### src/rtl/cvn_pkg.sv
// types and constants of the canopen valve node core
// no dependencies; used by every module of the block
package cvn_pkg;

	// received frame or millisecond tick
	typedef struct packed {
		logic       operation;
		logic [10:0] frame_id;
		logic [3:0] frame_length;
		logic [7:0] byte0;
		logic [7:0] byte1;
		logic [7:0] byte2;
		logic [7:0] byte3;
		logic [7:0] byte4;
	} cvn_in_t;

	// one result item
	typedef struct packed {
		logic [2:0]         result_kind;
		logic [10:0]        out_id;
		logic [3:0]         out_length;
		logic [7:0]         out_byte0;
		logic [7:0]         out_byte1;
		logic [7:0]         out_byte2;
		logic [7:0]         out_byte3;
		logic signed [15:0] plant_command;
		logic               last;
	} cvn_out_t;

	// configuration registers as seen by front and back
	typedef struct packed {
		logic [6:0]  node_id;
		logic [15:0] heartbeat_period_ms;
		logic [31:0] fail_delay_ms;
	} cvn_cfg_t;

	// decoded command classes carried through the queue
	typedef enum logic [2:0] {
		OP_TICK      = 3'd0,
		OP_NMT_START = 3'd1,
		OP_NMT_PREOP = 3'd2,
		OP_SETPOINT  = 3'd3,
		OP_SYNC      = 3'd4,
		OP_SDO       = 3'd5
	} cvn_op_t;

	// queue entry
	typedef struct packed {
		cvn_op_t    op;
		logic       mode_wr;
		logic       mode_sync;
		logic [7:0] b0;
		logic [7:0] b1;
		logic [7:0] b2;
		logic [7:0] b3;
	} cvn_cmd_t;

	// result kinds
	localparam logic [2:0] KIND_HEARTBEAT = 3'd0;
	localparam logic [2:0] KIND_SDO_RESP  = 3'd1;
	localparam logic [2:0] KIND_STEP      = 3'd2;
	localparam logic [2:0] KIND_FEEDBACK  = 3'd3;
	localparam logic [2:0] KIND_FAILURE   = 3'd4;

	// operation field
	localparam logic OPERATION_TICK = 1'b1;

	// cob-id bases
	localparam logic [10:0] COB_NMT       = 11'h000;
	localparam logic [10:0] COB_SYNC      = 11'h080;
	localparam logic [10:0] COB_TPDO1     = 11'h180;
	localparam logic [10:0] COB_RPDO1     = 11'h200;
	localparam logic [10:0] COB_SDO_TX    = 11'h580;
	localparam logic [10:0] COB_SDO_RX    = 11'h600;
	localparam logic [10:0] COB_HEARTBEAT = 11'h700;

	// nmt commands and heartbeat states
	localparam logic [7:0] NMT_START       = 8'h01;
	localparam logic [7:0] NMT_STOP        = 8'h02;
	localparam logic [7:0] NMT_ENTER_PREOP = 8'h80;
	localparam logic [7:0] NMT_BROADCAST   = 8'h00;
	localparam logic [7:0] HB_OPERATIONAL  = 8'h05;
	localparam logic [7:0] HB_PREOP        = 8'h7F;

	// sdo
	localparam logic [7:0]  SDO_DL_RESP    = 8'h60;
	localparam logic [15:0] OD_TPDO1_COMM  = 16'h1800;
	localparam logic [7:0]  SUB_TRANS_TYPE = 8'h02;
	localparam logic [7:0]  MODE_SYNC_VAL  = 8'h01;

	// frame lengths
	localparam logic [3:0] LEN_HEARTBEAT = 4'd1;
	localparam logic [3:0] LEN_SDO       = 4'd8;
	localparam logic [3:0] LEN_FEEDBACK  = 4'd5;
	localparam logic [3:0] LEN_NMT_MIN   = 4'd2;
	localparam logic [3:0] LEN_RPDO_MIN  = 4'd3;
	localparam logic [3:0] LEN_SDO_MIN   = 4'd4;
	localparam logic [3:0] LEN_SDO_DATA  = 4'd5;

	// configuration register indexes and reset values
	localparam logic [1:0]  CFG_NODE_ID    = 2'd0;
	localparam logic [1:0]  CFG_HB_PERIOD  = 2'd1;
	localparam logic [1:0]  CFG_FAIL_DELAY = 2'd2;
	localparam logic [6:0]  NODE_ID_RST    = 7'd32;
	localparam logic [15:0] HB_PERIOD_RST  = 16'd100;
	localparam logic [31:0] FAIL_DELAY_RST = 32'd0;

	// command queue
	localparam int QDEPTH = 2;
	localparam int QPTR_W = 1;
	localparam int QCNT_W = 2;

endpackage

### src/rtl/cvn_front.sv
// front end: classifies a received frame or tick into a queue command
// depends on cvn_pkg
module cvn_front (
	input  logic [6:0]        node_id,
	input  cvn_pkg::cvn_in_t  item,
	output logic              keep,
	output cvn_pkg::cvn_cmd_t cmd
);

	logic [10:0] id_rpdo;
	logic [10:0] id_sdo;
	logic        node_match;

	// identifiers that depend on the node number
	assign id_rpdo    = cvn_pkg::COB_RPDO1 + {4'd0, node_id};
	assign id_sdo     = cvn_pkg::COB_SDO_RX + {4'd0, node_id};
	assign node_match = (item.byte1 == {1'b0, node_id}) ||
		(item.byte1 == cvn_pkg::NMT_BROADCAST);

	// classification, in the priority order of the identifier checks
	always_comb begin
		keep          = 1'b0;
		cmd.op        = cvn_pkg::OP_TICK;
		cmd.mode_wr   = 1'b0;
		cmd.mode_sync = (item.byte4 == cvn_pkg::MODE_SYNC_VAL);
		cmd.b0        = item.byte0;
		cmd.b1        = item.byte1;
		cmd.b2        = item.byte2;
		cmd.b3        = item.byte3;
		if (item.operation == cvn_pkg::OPERATION_TICK) begin
			keep = 1'b1;
		end else if (item.frame_id == cvn_pkg::COB_NMT) begin
			if (item.frame_length >= cvn_pkg::LEN_NMT_MIN && node_match) begin
				if (item.byte0 == cvn_pkg::NMT_START) begin
					keep   = 1'b1;
					cmd.op = cvn_pkg::OP_NMT_START;
				end else if (item.byte0 == cvn_pkg::NMT_STOP ||
					item.byte0 == cvn_pkg::NMT_ENTER_PREOP) begin
					keep   = 1'b1;
					cmd.op = cvn_pkg::OP_NMT_PREOP;
				end
			end
		end else if (item.frame_id == id_rpdo) begin
			if (item.frame_length >= cvn_pkg::LEN_RPDO_MIN) begin
				keep   = 1'b1;
				cmd.op = cvn_pkg::OP_SETPOINT;
			end
		end else if (item.frame_id == cvn_pkg::COB_SYNC) begin
			keep   = 1'b1;
			cmd.op = cvn_pkg::OP_SYNC;
		end else if (item.frame_id == id_sdo) begin
			if (item.frame_length >= cvn_pkg::LEN_SDO_MIN) begin
				keep        = 1'b1;
				cmd.op      = cvn_pkg::OP_SDO;
				cmd.mode_wr = ({item.byte2, item.byte1} == cvn_pkg::OD_TPDO1_COMM) &&
					(item.byte3 == cvn_pkg::SUB_TRANS_TYPE) &&
					(item.frame_length >= cvn_pkg::LEN_SDO_DATA);
			end
		end
	end

endmodule

### src/rtl/cvn_fifo.sv
// short command queue between front and back end
// depends on cvn_pkg
module cvn_fifo (
	input  logic              clk,
	input  logic              arst_n,
	input  logic              push,
	input  cvn_pkg::cvn_cmd_t din,
	output logic              full,
	input  logic              pop,
	output logic              head_valid,
	output cvn_pkg::cvn_cmd_t head
);

	cvn_pkg::cvn_cmd_t                mem_q [cvn_pkg::QDEPTH];
	logic [cvn_pkg::QPTR_W-1:0]       wr_ptr_q;
	logic [cvn_pkg::QPTR_W-1:0]       rd_ptr_q;
	logic [cvn_pkg::QCNT_W-1:0]       count_q;

	assign full       = (count_q == cvn_pkg::QCNT_W'(cvn_pkg::QDEPTH));
	assign head_valid = (count_q != '0);
	assign head       = mem_q[rd_ptr_q];

	// pointers and fill count
	always_ff @(posedge clk or negedge arst_n) begin
		if (!arst_n) begin
			wr_ptr_q <= '0;
			rd_ptr_q <= '0;
			count_q  <= '0;
		end else begin
			if (push) begin
				wr_ptr_q <= wr_ptr_q + 1'b1;
			end
			if (pop) begin
				rd_ptr_q <= rd_ptr_q + 1'b1;
			end
			if (push && !pop) begin
				count_q <= count_q + 1'b1;
			end else if (pop && !push) begin
				count_q <= count_q - 1'b1;
			end
		end
	end

	// entry storage
	always_ff @(posedge clk) begin
		if (push) begin
			mem_q[wr_ptr_q] <= din;
		end
	end

endmodule

### src/rtl/cvn_back.sv
// back end: node state, timers and result generation with an output register
// depends on cvn_pkg
module cvn_back #(
	parameter int TIME_BITS = 32
) (
	input  logic              clk,
	input  logic              arst_n,
	input  cvn_pkg::cvn_cfg_t cfg,
	input  logic              head_valid,
	input  cvn_pkg::cvn_cmd_t head,
	output logic              pop,
	output logic              out_valid,
	input  logic              out_ready,
	output cvn_pkg::cvn_out_t out_item
);

	localparam int CMP_W = (TIME_BITS > 32) ? TIME_BITS : 32;

	// node state
	logic                 operational_q;
	logic                 ever_operational_q;
	logic                 failure_done_q;
	logic                 sync_feedback_q;
	logic                 drive_enable_q;
	logic [15:0]          command_raw_q;
	logic [TIME_BITS-1:0] operational_since_q;
	logic [TIME_BITS-1:0] time_now_q;
	logic [TIME_BITS-1:0] last_heartbeat_q;

	// next state
	logic                 operational_d;
	logic                 ever_operational_d;
	logic                 failure_done_d;
	logic                 sync_feedback_d;
	logic                 drive_enable_d;
	logic [15:0]          command_raw_d;
	logic [TIME_BITS-1:0] operational_since_d;
	logic [TIME_BITS-1:0] time_now_d;
	logic [TIME_BITS-1:0] last_heartbeat_d;

	// output register and the held second result
	logic                 out_valid_q;
	logic                 pend_valid_q;
	cvn_pkg::cvn_out_t    out_q;
	cvn_pkg::cvn_out_t    pend_q;

	logic                 out_free;
	logic [TIME_BITS-1:0] time_inc;
	logic [TIME_BITS-1:0] hb_diff;
	logic [TIME_BITS-1:0] fail_diff;
	logic                 hb_fire;
	logic                 fail_fire;
	logic [1:0]           n_res;
	cvn_pkg::cvn_out_t    res0;
	cvn_pkg::cvn_out_t    res1;
	cvn_pkg::cvn_out_t    r_hb;
	cvn_pkg::cvn_out_t    r_fail;
	cvn_pkg::cvn_out_t    r_step;
	cvn_pkg::cvn_out_t    r_fb;
	cvn_pkg::cvn_out_t    r_sdo;

	assign out_free  = !out_valid_q || out_ready;
	assign pop       = head_valid && !pend_valid_q && out_free;
	assign out_valid = out_valid_q;
	assign out_item  = out_q;

	// tick timers
	assign time_inc  = time_now_q + 1'b1;
	assign hb_diff   = time_inc - last_heartbeat_q;
	assign fail_diff = time_inc - operational_since_q;
	assign hb_fire   = hb_diff >= TIME_BITS'(cfg.heartbeat_period_ms);
	assign fail_fire = (cfg.fail_delay_ms != '0) && !failure_done_q && ever_operational_q &&
		(CMP_W'(fail_diff) >= CMP_W'(cfg.fail_delay_ms));

	// result templates
	always_comb begin
		r_hb             = '0;
		r_hb.result_kind = cvn_pkg::KIND_HEARTBEAT;
		r_hb.out_id      = cvn_pkg::COB_HEARTBEAT + {4'd0, cfg.node_id};
		r_hb.out_length  = cvn_pkg::LEN_HEARTBEAT;
		r_hb.out_byte0   = operational_q ? cvn_pkg::HB_OPERATIONAL : cvn_pkg::HB_PREOP;

		r_fail             = '0;
		r_fail.result_kind = cvn_pkg::KIND_FAILURE;

		r_step               = '0;
		r_step.result_kind   = cvn_pkg::KIND_STEP;
		r_step.plant_command = drive_enable_q ? signed'(command_raw_q) : '0;

		r_fb             = '0;
		r_fb.result_kind = cvn_pkg::KIND_FEEDBACK;
		r_fb.out_id      = cvn_pkg::COB_TPDO1 + {4'd0, cfg.node_id};
		r_fb.out_length  = cvn_pkg::LEN_FEEDBACK;

		r_sdo             = '0;
		r_sdo.result_kind = cvn_pkg::KIND_SDO_RESP;
		r_sdo.out_id      = cvn_pkg::COB_SDO_TX + {4'd0, cfg.node_id};
		r_sdo.out_length  = cvn_pkg::LEN_SDO;
		r_sdo.out_byte0   = cvn_pkg::SDO_DL_RESP;
		r_sdo.out_byte1   = head.b1;
		r_sdo.out_byte2   = head.b2;
		r_sdo.out_byte3   = head.b3;
	end

	// command execution: next state and up to two results
	always_comb begin
		operational_d       = operational_q;
		ever_operational_d  = ever_operational_q;
		failure_done_d      = failure_done_q;
		sync_feedback_d     = sync_feedback_q;
		drive_enable_d      = drive_enable_q;
		command_raw_d       = command_raw_q;
		operational_since_d = operational_since_q;
		time_now_d          = time_now_q;
		last_heartbeat_d    = last_heartbeat_q;
		n_res               = 2'd0;
		res0                = r_step;
		res1                = r_fb;
		case (head.op)
			cvn_pkg::OP_TICK: begin
				time_now_d = time_inc;
				if (hb_fire) begin
					last_heartbeat_d = time_inc;
				end
				if (fail_fire) begin
					failure_done_d = 1'b1;
				end
				if (hb_fire) begin
					res0  = r_hb;
					res1  = r_fail;
					n_res = fail_fire ? 2'd2 : 2'd1;
				end else if (fail_fire) begin
					res0  = r_fail;
					n_res = 2'd1;
				end
			end
			cvn_pkg::OP_NMT_START: begin
				operational_d = 1'b1;
				if (!ever_operational_q) begin
					ever_operational_d  = 1'b1;
					operational_since_d = time_now_q;
				end
			end
			cvn_pkg::OP_NMT_PREOP: begin
				operational_d = 1'b0;
			end
			cvn_pkg::OP_SETPOINT: begin
				if (operational_q) begin
					command_raw_d  = {head.b1, head.b0};
					drive_enable_d = head.b2[7];
					n_res          = sync_feedback_q ? 2'd1 : 2'd2;
				end
			end
			cvn_pkg::OP_SYNC: begin
				if (operational_q && sync_feedback_q) begin
					n_res = 2'd2;
				end
			end
			cvn_pkg::OP_SDO: begin
				if (head.mode_wr) begin
					sync_feedback_d = head.mode_sync;
				end
				res0  = r_sdo;
				n_res = 2'd1;
			end
			default: begin
				n_res = 2'd0;
			end
		endcase
		res0.last = (n_res == 2'd1);
		res1.last = 1'b1;
	end

	// state registers
	always_ff @(posedge clk or negedge arst_n) begin
		if (!arst_n) begin
			operational_q       <= 1'b0;
			ever_operational_q  <= 1'b0;
			failure_done_q      <= 1'b0;
			sync_feedback_q     <= 1'b0;
			drive_enable_q      <= 1'b0;
			command_raw_q       <= '0;
			operational_since_q <= '0;
			time_now_q          <= '0;
			last_heartbeat_q    <= '0;
		end else if (pop) begin
			operational_q       <= operational_d;
			ever_operational_q  <= ever_operational_d;
			failure_done_q      <= failure_done_d;
			sync_feedback_q     <= sync_feedback_d;
			drive_enable_q      <= drive_enable_d;
			command_raw_q       <= command_raw_d;
			operational_since_q <= operational_since_d;
			time_now_q          <= time_now_d;
			last_heartbeat_q    <= last_heartbeat_d;
		end
	end

	// output control
	always_ff @(posedge clk or negedge arst_n) begin
		if (!arst_n) begin
			out_valid_q  <= 1'b0;
			pend_valid_q <= 1'b0;
		end else if (out_free) begin
			if (pend_valid_q) begin
				out_valid_q  <= 1'b1;
				pend_valid_q <= 1'b0;
			end else if (pop && n_res != 2'd0) begin
				out_valid_q  <= 1'b1;
				pend_valid_q <= (n_res == 2'd2);
			end else begin
				out_valid_q <= 1'b0;
			end
		end
	end

	// output payload
	always_ff @(posedge clk) begin
		if (out_free) begin
			if (pend_valid_q) begin
				out_q <= pend_q;
			end else if (pop) begin
				out_q  <= res0;
				pend_q <= res1;
			end
		end
	end

endmodule

### src/rtl/canopen_valve_node_protocol_core.sv
// Minimal CANopen node core (NMT, setpoint PDO, SYNC, expedited SDO, heartbeat and a
// one-shot failure trigger). Items are received frames or millisecond ticks on in_item;
// results (heartbeat, SDO response, plant step, feedback request, failure trigger) leave
// on out_item, with last set on the final result of each item. An accepted item enters a
// two-entry command queue after classification and is executed from the queue head once
// the output register is free and no second result is held. The back end retires one
// item per cycle while out_ready is high, but an item with two results holds the queue
// head until its second result has moved into the single output register, which moves one
// result a cycle when out_ready allows; a full queue holds in_ready low.
// Registers on the cfg port: 0 node_id, 1 heartbeat_period_ms, 2 fail_delay_ms, always
// ready; other indexes are ignored. Timer width is TIME_BITS (16 to 64), wrapping.
// depends on cvn_pkg, cvn_front, cvn_fifo, cvn_back
module canopen_valve_node_protocol_core #(
	parameter int TIME_BITS = 32
) (
	input  logic              clk,
	input  logic              arst_n,
	input  logic              in_valid,
	output logic              in_ready,
	input  cvn_pkg::cvn_in_t  in_item,
	output logic              out_valid,
	input  logic              out_ready,
	output cvn_pkg::cvn_out_t out_item,
	input  logic              cfg_valid,
	output logic              cfg_ready,
	input  logic [1:0]        cfg_index,
	input  logic [31:0]       cfg_data
);

	cvn_pkg::cvn_cfg_t cfg_q;
	cvn_pkg::cvn_cmd_t cmd;
	cvn_pkg::cvn_cmd_t head;
	logic              keep;
	logic              full;
	logic              push;
	logic              pop;
	logic              head_valid;

	assign cfg_ready = 1'b1;
	assign in_ready  = !full;
	assign push      = in_valid && !full && keep;

	// configuration registers
	always_ff @(posedge clk or negedge arst_n) begin
		if (!arst_n) begin
			cfg_q.node_id             <= cvn_pkg::NODE_ID_RST;
			cfg_q.heartbeat_period_ms <= cvn_pkg::HB_PERIOD_RST;
			cfg_q.fail_delay_ms       <= cvn_pkg::FAIL_DELAY_RST;
		end else if (cfg_valid) begin
			case (cfg_index)
				cvn_pkg::CFG_NODE_ID:    cfg_q.node_id             <= cfg_data[6:0];
				cvn_pkg::CFG_HB_PERIOD:  cfg_q.heartbeat_period_ms <= cfg_data[15:0];
				cvn_pkg::CFG_FAIL_DELAY: cfg_q.fail_delay_ms       <= cfg_data;
				default: begin
				end
			endcase
		end
	end

	// classification
	cvn_front u_front (
		.node_id (cfg_q.node_id),
		.item    (in_item),
		.keep    (keep),
		.cmd     (cmd)
	);

	// command queue
	cvn_fifo u_fifo (
		.clk        (clk),
		.arst_n     (arst_n),
		.push       (push),
		.din        (cmd),
		.full       (full),
		.pop        (pop),
		.head_valid (head_valid),
		.head       (head)
	);

	// execution and output
	cvn_back #(
		.TIME_BITS (TIME_BITS)
	) u_back (
		.clk        (clk),
		.arst_n     (arst_n),
		.cfg        (cfg_q),
		.head_valid (head_valid),
		.head       (head),
		.pop        (pop),
		.out_valid  (out_valid),
		.out_ready  (out_ready),
		.out_item   (out_item)
	);

endmodule

### config.mk
export PLATFORM = sky130hd
export DESIGN_NAME = canopen_valve_node_protocol_core
export DESIGN_NICKNAME = d
export VERILOG_FILES = /design/src/rtl/cvn_pkg.sv /design/src/rtl/cvn_front.sv /design/src/rtl/cvn_fifo.sv /design/src/rtl/cvn_back.sv /design/src/rtl/canopen_valve_node_protocol_core.sv
export SDC_FILE = /design/constraint.sdc
export NUM_CORES = 1
export LEC_CHECK = 0
export ABC_CLOCK_PERIOD_IN_PS = 18300
export BUFFER_PORTS_ARGS = -buffer_cell sky130_fd_sc_hd__buf_2
export CAP_MARGIN = 20
export CORE_AREA = 2 2 190 192
export DETAILED_ROUTE_END_ITERATION = 10
export DIE_AREA = 0 0 192 194
export MAX_ROUTING_LAYER = met4
export PLACE_DENSITY = 0.73
export SYNTH_ARGS = -nofsm -noshare
export SYNTH_HDL_FRONTEND = slang
export SYNTH_HIERARCHICAL = 1
export SYNTH_SLANG_ARGS = --single-unit
### constraint.sdc
create_clock -name clk -period 18.3 [get_ports clk]
set_input_delay 1.83 -clock clk [delete_from_list [all_inputs] [get_ports clk]]
set_output_delay 1.83 -clock clk [all_outputs]
set_load 0.1 [all_outputs]
* Word-level counts from Yosys, hierarchy flattened *
Memories as Yosys holds them, arrays and structs flattened.
Index checks and enable logic that the tools add are counted.

word-level totals
  register bits = 311
  memories kept = 1
  input bits = 95
  output and inout bits = 70
  RAM bits = 74

operators by class
  add/sub/neg operators = 12
  equal/unequal tests = 20
  reductions and logical operators = 46
  magnitude comparators = 6
  bitwise operators = 2
  mux-type cells = 48

memories
  name          words  bits a word  read ports  clocked after Yosys merged registers in  wr ports  RTL line        text
  u_fifo.mem_q  2      37           1           0                                        1         cvn_fifo.sv:14  cvn_pkg::cvn_cmd_t mem_q [cvn_pkg::QDEPTH];

operators with widths
  cell                                                               count
  67-bit two-way mux                                                 5
  67-bit one-hot mux with 2 select lines                             1
  64-bit two-way mux                                                 1
  32-bit subtractor                                                  2
  32-bit by 1-bit adder with 32-bit output, second input constant    1
  32-bit by 16-bit greater-or-equal comparator with 1-bit output     1
  32-bit greater-or-equal comparator                                 1
  32-bit nonzero test                                                1
  11-bit == test                                                     2
  1-bit two-way mux                                                  20
  2-bit two-way mux                                                  9
  3-bit AND reduction                                                6
  16-bit by 13-bit == test with 1-bit output, second input constant  1
  8-bit by 1-bit == test with 1-bit output, second input constant    2
  8-bit by 2-bit == test with 1-bit output, second input constant    2
  16-bit two-way mux                                                 1
  3-bit two-way mux                                                  5
  1-bit logical AND                                                  14
  2-bit AND reduction                                                7
  4-bit two-way mux                                                  3
  10-bit by 7-bit adder with 11-bit output, first input constant     1
  10-bit by 8-bit adder with 11-bit output, first input constant     1
  11-bit by 7-bit adder with 11-bit output, first input constant     1
  11-bit by 8-bit == test with 1-bit output, second input constant   1
  other kinds (25)                                                   45

* Logic depth before layout (Yosys ltp) *
  word-level depth = 12
  gate-level depth with buffers = 35
  depth with buffers taken out = 32

* By module *
The synthesis kept the hierarchy.

by module, submodules not included
  module                            instances  area each (um^2)  cells an instance
  cvn_back                          1          13,297.8          1,412
  cvn_fifo                          1          2,941.6           131
  canopen_valve_node_protocol_core  1          2,114.5           121
  cvn_front                         1          704.4             99

* Least setup slack after synthesis *
No wires, ideal clock.

  path type = reg2reg
  start point = reg u_back.time_now_q[0]
  end point = reg u_back.pend_valid_q
  path slack = 11.564 ns
  library setup time = 0.122 ns
  cell stages (with the launch flop) = 34
  arrival = 6.614 ns
  path buffers = 2
  path through = dfrtp_1 -> ha_1 -> nand3_1 -> nor3_1 -> and3_2 -> nand2_1 -> or3_2 -> nor2_1 -> nand3_1 -> xnor2_1 -> ha_1 -> a21oi_1 -> nand2_1 -> a21oi_1 -> o21a_1 -> o31ai_1 -> a221oi_1 -> o21ai_0 -> xor2_1 -> ha_1 -> and3_1 -> nand4_1 -> nor2_1 -> inv_1 -> nor3_1 -> a211o_1 -> clkbuf_1 -> clkbuf_1 -> inv_1 -> ha_1 -> nand2_1 -> a21oi_1 -> nor2_1 -> a32o_1

between the ends
  word-level cells in the longest chain between the ends = 11
  elaborated cells between the ends (all ways) = 15
  those cells by class = add/sub (3); order compare (2); eq/ne (1); mux (6); reduce/logical (3)

RTL lines
  what                                                           RTL line                          text
  start, declared                                                cvn_back.sv:27                    logic [TIME_BITS-1:0] time_now_q;
  start signal, assigned                                         cvn_back.sv:194                   time_now_q <= time_now_d;
  32-bit by 1-bit adder with 32-bit output *                     cvn_back.sv:68                    assign time_inc = time_now_q + 1'b1;
  named net u_back.time_inc[20]                                  cvn_back.sv:48                    logic [TIME_BITS-1:0] time_inc;
  32-bit subtractor                                              cvn_back.sv:70                    assign fail_diff = time_inc - operational_since_q;
  32-bit greater-or-equal comparator                             cvn_back.sv:73                    (CMP_W'(fail_diff) >= CMP_W'(cfg.fail_delay_ms));
  1-bit logical AND                                              cvn_back.sv:72                    assign fail_fire = (cfg.fail_delay_ms != '0) && !failure_done_q && ever_operational_q &&
  1-bit two-way mux / 2-bit two-way mux (equally long branches)  cvn_back.sv:132, cvn_back.sv:131
  2-bit two-way mux *                                            cvn_back.sv:128                   if (hb_fire) begin
  2-bit one-hot mux with 4 select lines *                        cvn_back.sv:119                   case (head.op)
  2-bit nonzero test                                             cvn_back.sv:208                   end else if (pop && n_res != 2'd0) begin
  1-bit logical AND                                              cvn_back.sv:208
  1-bit two-way mux *                                            cvn_back.sv:208
  1-bit two-way mux *                                            cvn_back.sv:205                   if (pend_valid_q) begin
  end signal, assigned                                           cvn_back.sv:210                   pend_valid_q <= (n_res == 2'd2);
  end, declared                                                  cvn_back.sv:43                    logic pend_valid_q;

The timed path passes the listed nets; every way through them passes the cells marked *.
A chain may end at the register's enable or synchronous reset.

* Final worst setup path *
Ends and elaborated chain as after synthesis.

==> results.cfg <==
[yosys]
netlist_area_um2 = 19100
ys.flop_type = dfrtp_1
synth-edff-count = 142
avgSynthCellArea_um2 = 10.8
async_flop_share = 0.556
synthCells = 1763
synth_top_family_by_area = simple AND/OR/NAND/NOR gates
ys_seq_area_frac = 0.458
synth_cell_types = 94
synth_fa_ha_area_frac = 0.0776
synth-seq-cells = 320
yosys.area_share.simple = 0.131
yosysWarnings = 6
synth_compound_area_frac = 0.107
synth_mux_area_frac = 0.0973
synth_xor_area_frac = 0.0620

[clocking]
numCtsBuffers = 36
clk_pin_slew_ns = 0.06
post_cts_buffers = 0
worst_skew_pair.late_latency_ns = 0.54
clock_sinks = 320
clock-root-buffer = clkbuf_16
htree_levels = 2
cts.path.max_buffers = 3
hold_buffers = 0
cts_tree = yes
cts_resized = 0

[die]
dieArea_um2 = 37200
die_w_um = 192
start_util = 0.541
rows = 69
io_pins = 165
core_area_um2 = 35200
die_y_um = 194

[routing]
top_layer_used = met4
met1_length_um = 19300
drt-pass1-iter-count = 5
dr_wl_met3_um = 2270
dr_wl_met2_um = 21400
drtIter0Drc = 1015
num_vias = 13392
routed_wl_um = 44000
post-route-drc-count = 0
via_per_inst = 5.70
post_drt_wl_per_cell_um = 18.7
ant_nets = 0

[pwr]
netSwitchingPower_uw = 1670
p_comb_frac = 0.511
p_per_area_nw_per_um2 = 176
power_leakage_uw = 0.00961
pwr-share-clk = 0.194
irDropWorstVdd_uv = 208
intPower_uw = 2020
switching_share = 0.452
power.share.sequential = 0.295

[global_route]
grt_pass1_wl_um = 70100
grt_pass1_vias = 12933
grt_overflow = 0
grt_max_degree = 73
grt_usage = 0.245
antenna_found_initial = 1

[finish]
area_delta_synth_final_pct = 10.2
drive_gt1_frac = 0.216
final_cell_area_um2 = 21000
mostFrequentLayoutCells = dfrtp_1 (173), buf_2 (161), edfxtp_1 (142)
fin_nets = 2072
layout_commonest_cell = dfrtp_1

[placed_design]
gp_congestion = 0.942
numPortBuffers = 161
placed_area_um2 = 19800
dp_hpwl_um = 32200

[critical_path]
slowest_delay_ns = 0.67
crit_required_ns = 18.73
cpMostUsedCell = ha_1
crit_type = reg -> reg
endpoint_kind = flip-flop
worstPathArrival_ns = 8.38
crit_fanout = 20
critPathLaunchType = flip-flop
cp_slowest_cell = a211o_1

[sta]
fmax_ghz = 0.126
fin_crit_sh = 0.435
fin_worst_skew_ns = 0.0274
worst_pin_slew_ns = 1.12
relSlewSlack = 0.254
finalSetupTns_ns = 0
slew_viol_final = 0
fin_crit_ns = 7.96
finalSetupViolCount = 0
rsz0062_at_grt = false
hold_violations = 0

[min_path]
hold_path_class = reg -> reg

[status]
status = finished clean

[job]
maxCapViolCount = 0
==> cell type report <==
type / count / area, um^2
inverter: 135 / 507
fill: 2862 / 14200
clock inverter: 22 / 244
tap: 461 / 577
clock buffer: 42 / 923
timing repair buffer: 175 / 935
antenna: 1 / 2.50
sequential: 320 / 8720
multi-input combinational: 1192 / 9090
==> power by group through the flow <==
stage	clock network, uW	registers (uW)	logic, uW
after floorplan	0	1490	1120
after global placement	0	1090	1840
after detailed placement	0	1100	1870
after CTS	730	1090	1880
after global routing	763	1110	2050
final	715	1090	1890
==> worst max-delay path: cells and delay by family (launching register included) <==
kind / cells / cell delay [ns]
compound gates: 9 / 2.62
fa+ha+maj: 4 / 1.23
xor+xnor: 2 / 0.51
simple gates: 14 / 2.80
buf+inv: 2 / 0.17
flops: 1 / 0.51
==> synth_stat cells (13+ instances only) <==
cell type,count,area share
a21o_1,41,0.016
a21oi_1,80,0.021
and2_1,33,0.011
and3_1,13,0.0043
buf_4,49,0.019
buf_6,13,0.0077
clkbuf_1,40,0.0079
dfrtp_1,174,0.23
edfxtp_1,142,0.22
ha_1,115,0.075
inv_1,135,0.027
mux2_2,92,0.054
mux2_4,47,0.037
nand2_1,124,0.024
nand2b_1,16,0.0053
nand3_1,58,0.015
nand4_1,24,0.0079
nor2_1,88,0.017
nor2b_1,13,0.0043
nor3_1,24,0.0063
nor3b_1,14,0.0055
nor4_1,23,0.0075
o21ai_0,80,0.021
o31ai_1,22,0.0087
xnor2_1,81,0.037
xor2_1,54,0.025
==> kinds of logic (layout without fill, tap and decap cells) <==
kind of cell	Yosys count	count (layout)
buffers and inverters	252	374
AO/OA/AOI/OAI	312	312
multiplexers	150	150
adder cells (fa/ha/maj)	117	117
AND/OR/NAND/NOR	475	475
other	2	4
XOR/XNOR	135	135
flip-flops	320	320
==> routing by layer <==
layer | up-vias | track usage
met2 | 399 | 0.397
met3 | 67 | 0.0333
met1 | 6507 | 0.325
met5 | - | -
met4 | 0 | 0.0616
li1 | 6419 | -
==> worst paths after layout <==
path | startpoint | endpoint | slack [ns] | cells after the start
worst min-delay path | u_back/failure_done_q$_DFFE_PN0P_ | u_back/failure_done_q$_DFFE_PN0P_ | 0.46 | 1
worst max-delay path | u_back/time_now_q[0]$_DFFE_PN0P_ | u_back/pend_valid_q$_DFFE_PN0N_ | 10.34 | 31
worst min register to register | u_back/failure_done_q$_DFFE_PN0P_ | u_back/failure_done_q$_DFFE_PN0P_ | 0.46 | 1
max in group asynchronous | arst_n | u_fifo/rd_ptr_q$_DFFE_PN0P_ | 15.64 | 2
min in group asynchronous | arst_n | cfg_q[12]$_DFFE_PN0P_ | 1.27 | 1
worst max register to register | u_back/time_now_q[0]$_DFFE_PN0P_ | u_back/pend_valid_q$_DFFE_PN0N_ | 10.34 | 31
==> registers in the layout (all words and copies together) (netlist names), 2 cells and up <==
name	flops
u_back/operational_since_q	32
u_fifo/mem_q	74
u_back/time_now_q	32
u_back/pend_q	9
u_back/last_heartbeat_q	32
u_back/out_item	59
u_fifo/count_q	2
u_back/command_raw_q	16
cfg_q	55
==> through the flow <==
stage	worst slack (ns)	power, uW	hold WS (ns)	cells	util
floorplan	11.56	2600	0.428	1764	-
global route	9.56	3930	0.476	2348	0.596
global placement	10.74	2930	0.441	2280	0.562
detailed placement	10.43	2970	0.453	2280	0.562
finish	10.34	3690	0.463	2348	0.596
CTS	10.40	3700	0.467	2344	0.595
No activity file was read; power rests on OpenSTA's default activity.
